===== src/sv/tshr_pkg.sv =====
package tshr_pkg;

  // operation codes of an input transaction
  localparam logic OP_PUSH = 1'b0;
  localparam logic OP_READ = 1'b1;

  // interval register value after reset, in microseconds
  localparam logic [31:0] INTERVAL_RESET = 32'd60000000;

  // one input transaction as held in the input register
  typedef struct packed {
    logic               operation;
    logic [62:0]        now_us;
    logic [15:0]        co2_ppm;
    logic signed [15:0] temp_q8;
    logic [5:0]         read_index;
  } item_t;

  // q8.8 degrees to tenths of a degree, truncated toward zero
  function automatic logic [11:0] q8_to_tenths(input logic [15:0] raw);
    logic        neg;
    logic [16:0] mag;
    logic [20:0] prod;
    logic [12:0] t;
    logic [12:0] code;
    neg  = raw[15];
    mag  = neg ? (17'h10000 - {1'b0, raw}) : {1'b0, raw};
    // times ten as shift and add
    prod = {mag, 3'b000} + {2'b00, mag, 1'b0} + 21'd0;
    t    = prod[20:8];
    code = neg ? (13'd0 - t) : t;
    return code[11:0];
  endfunction

endpackage


===== src/sv/timed_sample_history_ring.sv =====
// channel  | handshake              | payload
// ---------+------------------------+--------------------------------------------
// in       | in_valid / in_ready    | operation, now_us, co2_ppm, temp_q8, read_index
// out      | out_valid / out_ready  | valid_res, pushed, co2_out, temp_tenths,
//          |                        | stored_count, total_stored
// cfg      | cfg_valid / cfg_ready  | interval_us
//
// one transaction per cycle while the result register is not stalled; a result passes the
// input register, then state update and sample memory read into the result register
// synchronous active-low reset clears pointers, counts and timestamps and loads the
// interval register with its default; sample memory is not cleared, so ready is high
// right after reset
// a stalled result holds the result register and the input register, so at most
// two transactions are in flight; cfg_ready is always high
module timed_sample_history_ring #(
  parameter int DEPTH = 64
) (
  input  logic               clk,
  input  logic               rst_n,
  input  logic               in_valid,
  output logic               in_ready,
  input  logic               in_operation,
  input  logic [62:0]        in_now_us,
  input  logic [15:0]        in_co2_ppm,
  input  logic signed [15:0] in_temp_q8,
  input  logic [5:0]         in_read_index,
  output logic               out_valid,
  input  logic               out_ready,
  output logic               out_valid_res,
  output logic               out_pushed,
  output logic [15:0]        out_co2_out,
  output logic signed [11:0] out_temp_tenths,
  output logic [6:0]         out_stored_count,
  output logic [31:0]        out_total_stored,
  input  logic               cfg_valid,
  output logic               cfg_ready,
  input  logic [31:0]        cfg_interval_us
);

  tshr_pkg::item_t in_item;
  tshr_pkg::item_t s1_item;
  logic            s1_valid;
  logic            advance;
  logic            cfg_we;

  // pack the input transaction
  assign in_item.operation  = in_operation;
  assign in_item.now_us     = in_now_us;
  assign in_item.co2_ppm    = in_co2_ppm;
  assign in_item.temp_q8    = in_temp_q8;
  assign in_item.read_index = in_read_index;

  // configuration writes are always taken
  assign cfg_ready = 1'b1;
  assign cfg_we    = cfg_valid && cfg_ready;

  tshr_in_reg u_in_reg (
    .clk      (clk),
    .rst_n    (rst_n),
    .in_valid (in_valid),
    .in_ready (in_ready),
    .in_item  (in_item),
    .advance  (advance),
    .s1_valid (s1_valid),
    .s1_item  (s1_item)
  );

  tshr_core #(
    .DEPTH (DEPTH)
  ) u_core (
    .clk              (clk),
    .rst_n            (rst_n),
    .cfg_valid        (cfg_we),
    .cfg_interval_us  (cfg_interval_us),
    .s1_valid         (s1_valid),
    .s1_item          (s1_item),
    .advance          (advance),
    .out_valid        (out_valid),
    .out_ready        (out_ready),
    .out_valid_res    (out_valid_res),
    .out_pushed       (out_pushed),
    .out_co2_out      (out_co2_out),
    .out_temp_tenths  (out_temp_tenths),
    .out_stored_count (out_stored_count),
    .out_total_stored (out_total_stored)
  );

endmodule


===== src/sv/tshr_in_reg.sv =====
module tshr_in_reg (
  input  logic               clk,
  input  logic               rst_n,
  input  logic               in_valid,
  output logic               in_ready,
  input  tshr_pkg::item_t    in_item,
  input  logic               advance,
  output logic               s1_valid,
  output tshr_pkg::item_t    s1_item
);

  logic            valid_r;
  logic            valid_nxt;
  tshr_pkg::item_t item_r;
  logic            take;

  // the stage takes a transaction when empty or when its content moves on
  assign in_ready = !valid_r || advance;
  assign take     = in_valid && in_ready;

  always_comb begin
    priority if (take) begin
      valid_nxt = 1'b1;
    end else if (advance) begin
      valid_nxt = 1'b0;
    end else begin
      valid_nxt = valid_r;
    end
  end

  always_ff @(posedge clk) begin
    if (!rst_n) begin
      valid_r <= 1'b0;
    end else begin
      valid_r <= valid_nxt;
    end
  end

  // payload, no reset
  always_ff @(posedge clk) begin
    if (take) begin
      item_r <= in_item;
    end
  end

  assign s1_valid = valid_r;
  assign s1_item  = item_r;

endmodule


===== src/sv/tshr_core.sv =====
module tshr_core #(
  parameter int DEPTH = 64
) (
  input  logic               clk,
  input  logic               rst_n,
  input  logic               cfg_valid,
  input  logic [31:0]        cfg_interval_us,
  input  logic               s1_valid,
  input  tshr_pkg::item_t    s1_item,
  output logic               advance,
  output logic               out_valid,
  input  logic               out_ready,
  output logic               out_valid_res,
  output logic               out_pushed,
  output logic [15:0]        out_co2_out,
  output logic signed [11:0] out_temp_tenths,
  output logic [6:0]         out_stored_count,
  output logic [31:0]        out_total_stored
);

  localparam int AW = (DEPTH > 1) ? $clog2(DEPTH) : 1;
  localparam int FW = $clog2(DEPTH + 1);
  localparam int SW = FW + 1;
  localparam int CW = (FW > 6) ? FW : 6;
  localparam int XW = (FW > 7) ? FW : 7;

  // ring state
  logic [31:0]    interval_r;
  logic [AW-1:0]  wpos_r, wpos_nxt;
  logic [FW-1:0]  fill_r, fill_nxt;
  logic [31:0]    total_r, total_nxt;
  logic [62:0]    last_r, last_nxt;
  logic [63:0]    deadline_r, deadline_nxt;
  logic           seen_r, seen_nxt;

  // sample memories
  logic [15:0]    co2_mem  [DEPTH];
  logic [11:0]    temp_mem [DEPTH];
  logic [15:0]    co2_q_r;
  logic [11:0]    temp_q_r;

  // result register
  logic           out_valid_r, out_valid_nxt;
  logic           valid_res_r;
  logic           pushed_r;
  logic [FW-1:0]  count_r;

  logic           fire;
  logic           is_push;
  logic           due;
  logic           store;
  logic           hit;
  logic           rd_en;
  logic [CW-1:0]  idx_ext;
  logic [CW-1:0]  fill_ext;
  logic [FW-1:0]  idx_f;
  logic [SW-1:0]  pos_sum;
  logic [SW-1:0]  pos_wrap;
  logic [AW-1:0]  rd_addr;
  logic [63:0]    now_ext;
  logic [XW-1:0]  count_ext;

  assign advance = !out_valid_r || out_ready;
  assign fire    = s1_valid && advance;
  assign is_push = (s1_item.operation == tshr_pkg::OP_PUSH);

  // rate limit: deadline holds last stored time plus interval
  assign now_ext = {1'b0, s1_item.now_us};
  assign due     = !seen_r ||
                   ((s1_item.now_us >= last_r) && (now_ext >= deadline_r));
  assign store   = fire && is_push && due;

  // read address counted from the oldest sample
  assign idx_ext  = CW'(s1_item.read_index);
  assign fill_ext = CW'(fill_r);
  assign hit      = (idx_ext < fill_ext);
  assign idx_f    = idx_ext[FW-1:0];
  assign pos_sum  = SW'(wpos_r) + SW'(DEPTH) - SW'(fill_r) + SW'(idx_f);
  assign pos_wrap = (pos_sum >= SW'(DEPTH)) ? (pos_sum - SW'(DEPTH)) : pos_sum;
  assign rd_addr  = pos_wrap[AW-1:0];
  assign rd_en    = fire && !is_push && hit;

  // next ring state
  always_comb begin
    wpos_nxt     = wpos_r;
    fill_nxt     = fill_r;
    total_nxt    = total_r;
    last_nxt     = last_r;
    deadline_nxt = deadline_r;
    seen_nxt     = seen_r;
    if (store) begin
      wpos_nxt     = (wpos_r == AW'(DEPTH - 1)) ? '0 : (wpos_r + 1'b1);
      fill_nxt     = (fill_r == FW'(DEPTH)) ? fill_r : (fill_r + 1'b1);
      total_nxt    = total_r + 32'd1;
      last_nxt     = s1_item.now_us;
      deadline_nxt = now_ext + {32'd0, interval_r};
      seen_nxt     = 1'b1;
    end else if (cfg_valid) begin
      deadline_nxt = {1'b0, last_r} + {32'd0, cfg_interval_us};
    end
  end

  always_ff @(posedge clk) begin
    if (!rst_n) begin
      interval_r <= tshr_pkg::INTERVAL_RESET;
      wpos_r     <= '0;
      fill_r     <= '0;
      total_r    <= '0;
      last_r     <= '0;
      deadline_r <= {32'd0, tshr_pkg::INTERVAL_RESET};
      seen_r     <= 1'b0;
    end else begin
      if (cfg_valid) begin
        interval_r <= cfg_interval_us;
      end
      wpos_r     <= wpos_nxt;
      fill_r     <= fill_nxt;
      total_r    <= total_nxt;
      last_r     <= last_nxt;
      deadline_r <= deadline_nxt;
      seen_r     <= seen_nxt;
    end
  end

  // sample memories, one write and one registered read
  always_ff @(posedge clk) begin
    if (store) begin
      co2_mem[wpos_r]  <= s1_item.co2_ppm;
      temp_mem[wpos_r] <= tshr_pkg::q8_to_tenths(s1_item.temp_q8);
    end
    if (rd_en) begin
      co2_q_r  <= co2_mem[rd_addr];
      temp_q_r <= temp_mem[rd_addr];
    end
  end

  // result register control
  always_comb begin
    priority if (fire) begin
      out_valid_nxt = 1'b1;
    end else if (out_ready) begin
      out_valid_nxt = 1'b0;
    end else begin
      out_valid_nxt = out_valid_r;
    end
  end

  always_ff @(posedge clk) begin
    if (!rst_n) begin
      out_valid_r <= 1'b0;
    end else begin
      out_valid_r <= out_valid_nxt;
    end
  end

  // result payload
  always_ff @(posedge clk) begin
    if (fire) begin
      valid_res_r <= !is_push && hit;
      pushed_r    <= store;
      count_r     <= fill_nxt;
    end
  end

  assign count_ext        = XW'(count_r);
  assign out_valid        = out_valid_r;
  assign out_valid_res    = valid_res_r;
  assign out_pushed       = pushed_r;
  assign out_co2_out      = valid_res_r ? co2_q_r : 16'd0;
  assign out_temp_tenths  = valid_res_r ? signed'(temp_q_r) : 12'sd0;
  assign out_stored_count = count_ext[6:0];
  assign out_total_stored = total_r;

  // fill count never passes the depth
  a_fill_bound: assert property (@(posedge clk) disable iff (!rst_n)
    fill_r <= FW'(DEPTH))
    else $error("fill count above depth");

  // until the ring is full the write position equals the fill count
  a_wpos_fill: assert property (@(posedge clk) disable iff (!rst_n)
    (fill_r != FW'(DEPTH)) |-> (wpos_r == fill_r[AW-1:0]))
    else $error("write position out of step with fill count");

  // a stored sample bumps the running total by one
  a_total_step: assert property (@(posedge clk) disable iff (!rst_n)
    store |=> (total_r == $past(total_r) + 32'd1))
    else $error("total not advanced on store");

  // a result is never both a stored push and a hit read
  a_flags: assert property (@(posedge clk) disable iff (!rst_n)
    out_valid_r |-> !(valid_res_r && pushed_r))
    else $error("push and read flags both set");

  // nothing stored without a push transaction moving on
  a_store_src: assert property (@(posedge clk) disable iff (!rst_n)
    (fill_r != $past(fill_r)) |-> $past(store))
    else $error("fill count changed without a store");

endmodule

===== config.mk =====
export PLATFORM = sky130hd
export DESIGN_NAME = timed_sample_history_ring
export DESIGN_NICKNAME = d
export VERILOG_FILES = /design/src/sv/tshr_pkg.sv /design/src/sv/timed_sample_history_ring.sv /design/src/sv/tshr_in_reg.sv /design/src/sv/tshr_core.sv
export SDC_FILE = /design/constraint.sdc
export NUM_CORES = 2
export LEC_CHECK = 0
export ABC_CLOCK_PERIOD_IN_PS = 22800
export BUFFER_PORTS_ARGS = -buffer_cell sky130_fd_sc_hd__buf_2
export CAP_MARGIN = 20
export CELL_PAD_IN_SITES_DETAIL_PLACEMENT = 1
export CELL_PAD_IN_SITES_GLOBAL_PLACEMENT = 1
export CORE_MARGIN = 5
export CORE_UTILIZATION = 59
export CTS_BUF_LIST = sky130_fd_sc_hd__clkbuf_16
export DETAILED_ROUTE_END_ITERATION = 8
export MAX_ROUTING_LAYER = met4
export PLACE_DENSITY = 0.93
export SLEW_MARGIN = 5
export SYNTH_ARGS = -nofsm -noshare
export SYNTH_HDL_FRONTEND = slang
export SYNTH_SLANG_ARGS = --single-unit

===== constraint.sdc =====
create_clock -name clk -period 22.8 [get_ports clk]
set_input_delay 4.56 -clock clk [delete_from_list [all_inputs] [get_ports clk]]
set_output_delay 4.56 -clock clk [all_outputs]
set_load 0.05 [all_outputs]

==> reports/summary.txt <==
=================================================================================
Outcome                                                                 completed
Fin crit period                                                           9.79 ns
CTS hold repair buffers                                                         0
Vert. Die Dim                                                              402 um
Synthesized instance count                                                   5206
Cell with the most instances after synthesis                         sky130_fd_sc_hd__edfxtp_1
Hold WC Path Type                                                    flop to flop
Total of cells resized after clock tree synthesis                               0
Worst relative slew slack                                                   0.177
Synth-to-Final Area Change                                                  12.2%
Number of buffers created by CTS                                              202
Fraction of synthesis flops using an asynchronous set or reset pin              0
Setup repair bufs after CTS                                                     0
Hold violation count in the final report                                        0
Top achievable clock speed                                              0.102 GHz
Data arrival time at the worst-slack endpoint                             5.23 ns
DIE WIDTH                                                                  402 um
Post-synthesis sequential element count                                      2138
Total GRT Usage                                                             0.394
Router iterations before antenna repair                                         6
HP Start                                                             u_core.last_r[1]
Depth of the CTS H-tree                                                         4
Sequential share of the synthesized area                                    0.686
Proportion of netlist area held by the largest area contributor             0.640
Drc violations                                                                  0
Commonest cells in the synthesized netlist                           1931 x sky130_fd_sc_hd__edfxtp_1, 560 x sky130_fd_sc_hd__mux4_2, 297 x sky130_fd_sc_hd__nand2_1
Number of library cell types mapped by synthesis                               91
Synth top area cells                                                 sky130_fd_sc_hd__edfxtp_1 64%, sky130_fd_sc_hd__mux4_2 14%, sky130_fd_sc_hd__dfxtp_1 4.6%
Total length of routed wires                                               333 mm
Synthesized area per cell                                              17.4 sq um
Endpoints failing setup                                                         0
Most common flop cell mapped by yosys                                sky130_fd_sc_hd__edfxtp_1
Synth Net Count                                                              5573
Maximum VDD drop                                                         0.107 mV
Num rows                                                                      143
Syn Std Cell Area                                                     90600 sq um
Critical path's most frequent cell                                   sky130_fd_sc_hd__buf_2
Biggest cell delay along the critical path                                0.24 ns
Post-synthesis cell type with the largest combined area              sky130_fd_sc_hd__edfxtp_1
Data required, critical path                                             18.24 ns
CP startpoint                                                           out_ready
Slowest CP cell                                                      sky130_fd_sc_hd__nor2b_1
Number of nets in the layout                                                 5841
CTS clock-pin slew for the worst setup and hold paths                     0.05 ns
Maximum buffer depth of the clock tree                                          3
IO Count                                                                      211
DRC marker count from the first detailed-route iteration                    10700
CP cell instances                                                    buf_2 -> nor2b_1 -> nand2_1 -> buf_2
Max Clock Skew                                                          0.0861 ns
Number of antenna violations at the first check in global routing              36
Number of I/O port buffers                                                    209
Routability cong.                                                           0.903
Peak fanout along the critical path                                             4
Endpoint type of the worst setup path                                 output port
Final Max Tran Viols                                                            0
Startpoint types                                                     primary input
Initial core utilization                                                    0.595
Via count of the first global-routing pass                                  58300
Critical R2R Launch                                                  u_core.wpos_r[1]
Share of the clock period used by the worst path after layout               0.429
Share of post-route cells with drive strength above 1                       0.229
Die footprint                                                        161000 sq um
Unrepaired setup endpoints after global routing                             false
Clock latency at the later pin of the worst-skew pair                     0.89 ns
Number of vias in the routed layout                                         58700
Max-cap viol count                                                              0
Slew @ Worst Pin                                                          1.22 ns
Final standard cell count with taps included and fillers excluded            7709
Detailed placement HPWL                                                    166 mm
Post-route ant nets                                                             0
CTS root buffer                                                      sky130_fd_sc_hd__clkbuf_16
Placeable core region                                                152000 sq um
Number of cells in the design after placement                                7281
Final total negative setup slack                                             0 ns
Power density over the cells                                         96.8 nW/um^2
CTS tree                                                                     done
Wire length per cell                                                      43.1 um
First-pass GRT wire length                                                 441 mm
Largest net degree at the start of global routing                             113
GRT overflow                                                                    0
Synth warn                                                                      0
P_leak                                                                    33.7 nW
Post-detailed-route via-to-cell ratio                                        7.62
Num Clock Sinks                                                              2138
Worst Path Class, Setup                                              primary input to output port
Number of synthesized flops with an enable pin                               1931
=================================================================================
[layout make-up]
type,instances,area [sq um]
fillers,12800,50700
diodes,33,82.6
clock inverters,170,1500
multi-input cells,2615,27200
repair buffers,326,2250
flip-flops and latches,2138,62100
clock buffers,206,5150
inverters,191,722
well taps,2030,2540
[cells in the final DEF (no fill, tap or decap), types with 30 or more instances in the layout]
cell                        instances
sky130_fd_sc_hd__mux4_2           560
sky130_fd_sc_hd__nor4_1            30
sky130_fd_sc_hd__nor2_4            40
sky130_fd_sc_hd__nand4_1           55
sky130_fd_sc_hd__o21ai_0           76
sky130_fd_sc_hd__ha_1             220
sky130_fd_sc_hd__buf_4             97
sky130_fd_sc_hd__buf_2            208
sky130_fd_sc_hd__nor3_1            46
sky130_fd_sc_hd__edfxtp_1        1931
sky130_fd_sc_hd__a211oi_1          45
sky130_fd_sc_hd__clkinv_1          36
sky130_fd_sc_hd__xor2_1            30
sky130_fd_sc_hd__a21o_1            76
sky130_fd_sc_hd__dfxtp_1          207
sky130_fd_sc_hd__nand3_1           63
sky130_fd_sc_hd__and2_1            38
sky130_fd_sc_hd__clkinv_2          41
sky130_fd_sc_hd__a21oi_1          242
sky130_fd_sc_hd__clkbuf_16        206
sky130_fd_sc_hd__xnor2_1          115
sky130_fd_sc_hd__nand2_1          297
sky130_fd_sc_hd__inv_1            242
sky130_fd_sc_hd__diode_2           33
sky130_fd_sc_hd__mux2i_1           86
sky130_fd_sc_hd__nor2_1           161
sky130_fd_sc_hd__nor2b_1           40
[cell families after synthesis]
family / after synthesis / synth area share
flops: 2138 / 0.686
simple gates: 918 / 0.0491
compound gates: 660 / 0.0481
mux: 648 / 0.149
buf+inv: 453 / 0.0201
fa+ha+maj: 228 / 0.0321
xor+xnor: 159 / 0.0154
other cells: 2 / 0.0000829
[path summary, 6_finish.rpt]
check / endpoint / slack [ns] / depth (start not counted)
worst max-delay path: in_ready / 13.01 / 4
worst min-delay path: u_core.last_r[1] / 0.48 / 2
worst max register to register: u_core.temp_q_r[8] / 13.84 / 12
worst min register to register: u_core.last_r[1] / 0.48 / 2
[state kept, by name, summed over array words and instances, names as in the netlist, 6 cells and up]
| signal | cells |
|---|---|
| u_core.wpos_r | 6 |
| u_core.out_total_stored | 32 |
| u_core.temp_q_r | 12 |
| u_core.temp_mem | 768 |
| u_core.last_r | 63 |
| u_core.co2_mem | 1024 |
| u_core.fill_ext | 7 |
| u_core.co2_q_r | 16 |
| u_core.interval_r | 32 |
| u_in_reg.s1_item | 102 |
| u_core.deadline_r | 64 |
| u_core.out_stored_count | 7 |
[per-stage QoR]
stage / util / setup WS, ns / power [mW] / hold slack [ns] / instance area (sq um)
after floorplan: - / 13.18 / 5.56 / 0.436 / 90600
after global placement: 0.620 / 13.03 / 6.02 / 0.444 / 94400
after detailed placement: 0.620 / 13.02 / 6.15 / 0.466 / 94400
after CTS: 0.664 / 13.01 / 9.66 / 0.476 / 101000
after global routing: 0.667 / 12.97 / 10.0 / 0.502 / 102000
final: 0.667 / 13.01 / 9.84 / 0.478 / 102000
[routing by layer]
| metal | track usage | share of wire | vias to the layer above |
|---|---|---|---|
| met1 | 0.469 | 0.31 | 29300 |
| met3 | 0.0874 | 0.13 | 1624 |
| met5 | - | 0 | - |
| li1 | - | - | 21400 |
| met4 | 0.222 | 0.089 | 0 |
| met2 | 0.630 | 0.48 | 6442 |
[where the power goes]
part	switching, mW	internal, mW
Combinational	1.15	0.557
Clock	1.69	1.90
Sequential	0.0384	4.51
Total	2.87	6.97
[worst max-delay path, delay by kind of cell]
kind,cells,cell delay (ns)
buf+inv,2,0.32
simple gates,2,0.35
Power figures use the tool's default switching activity.
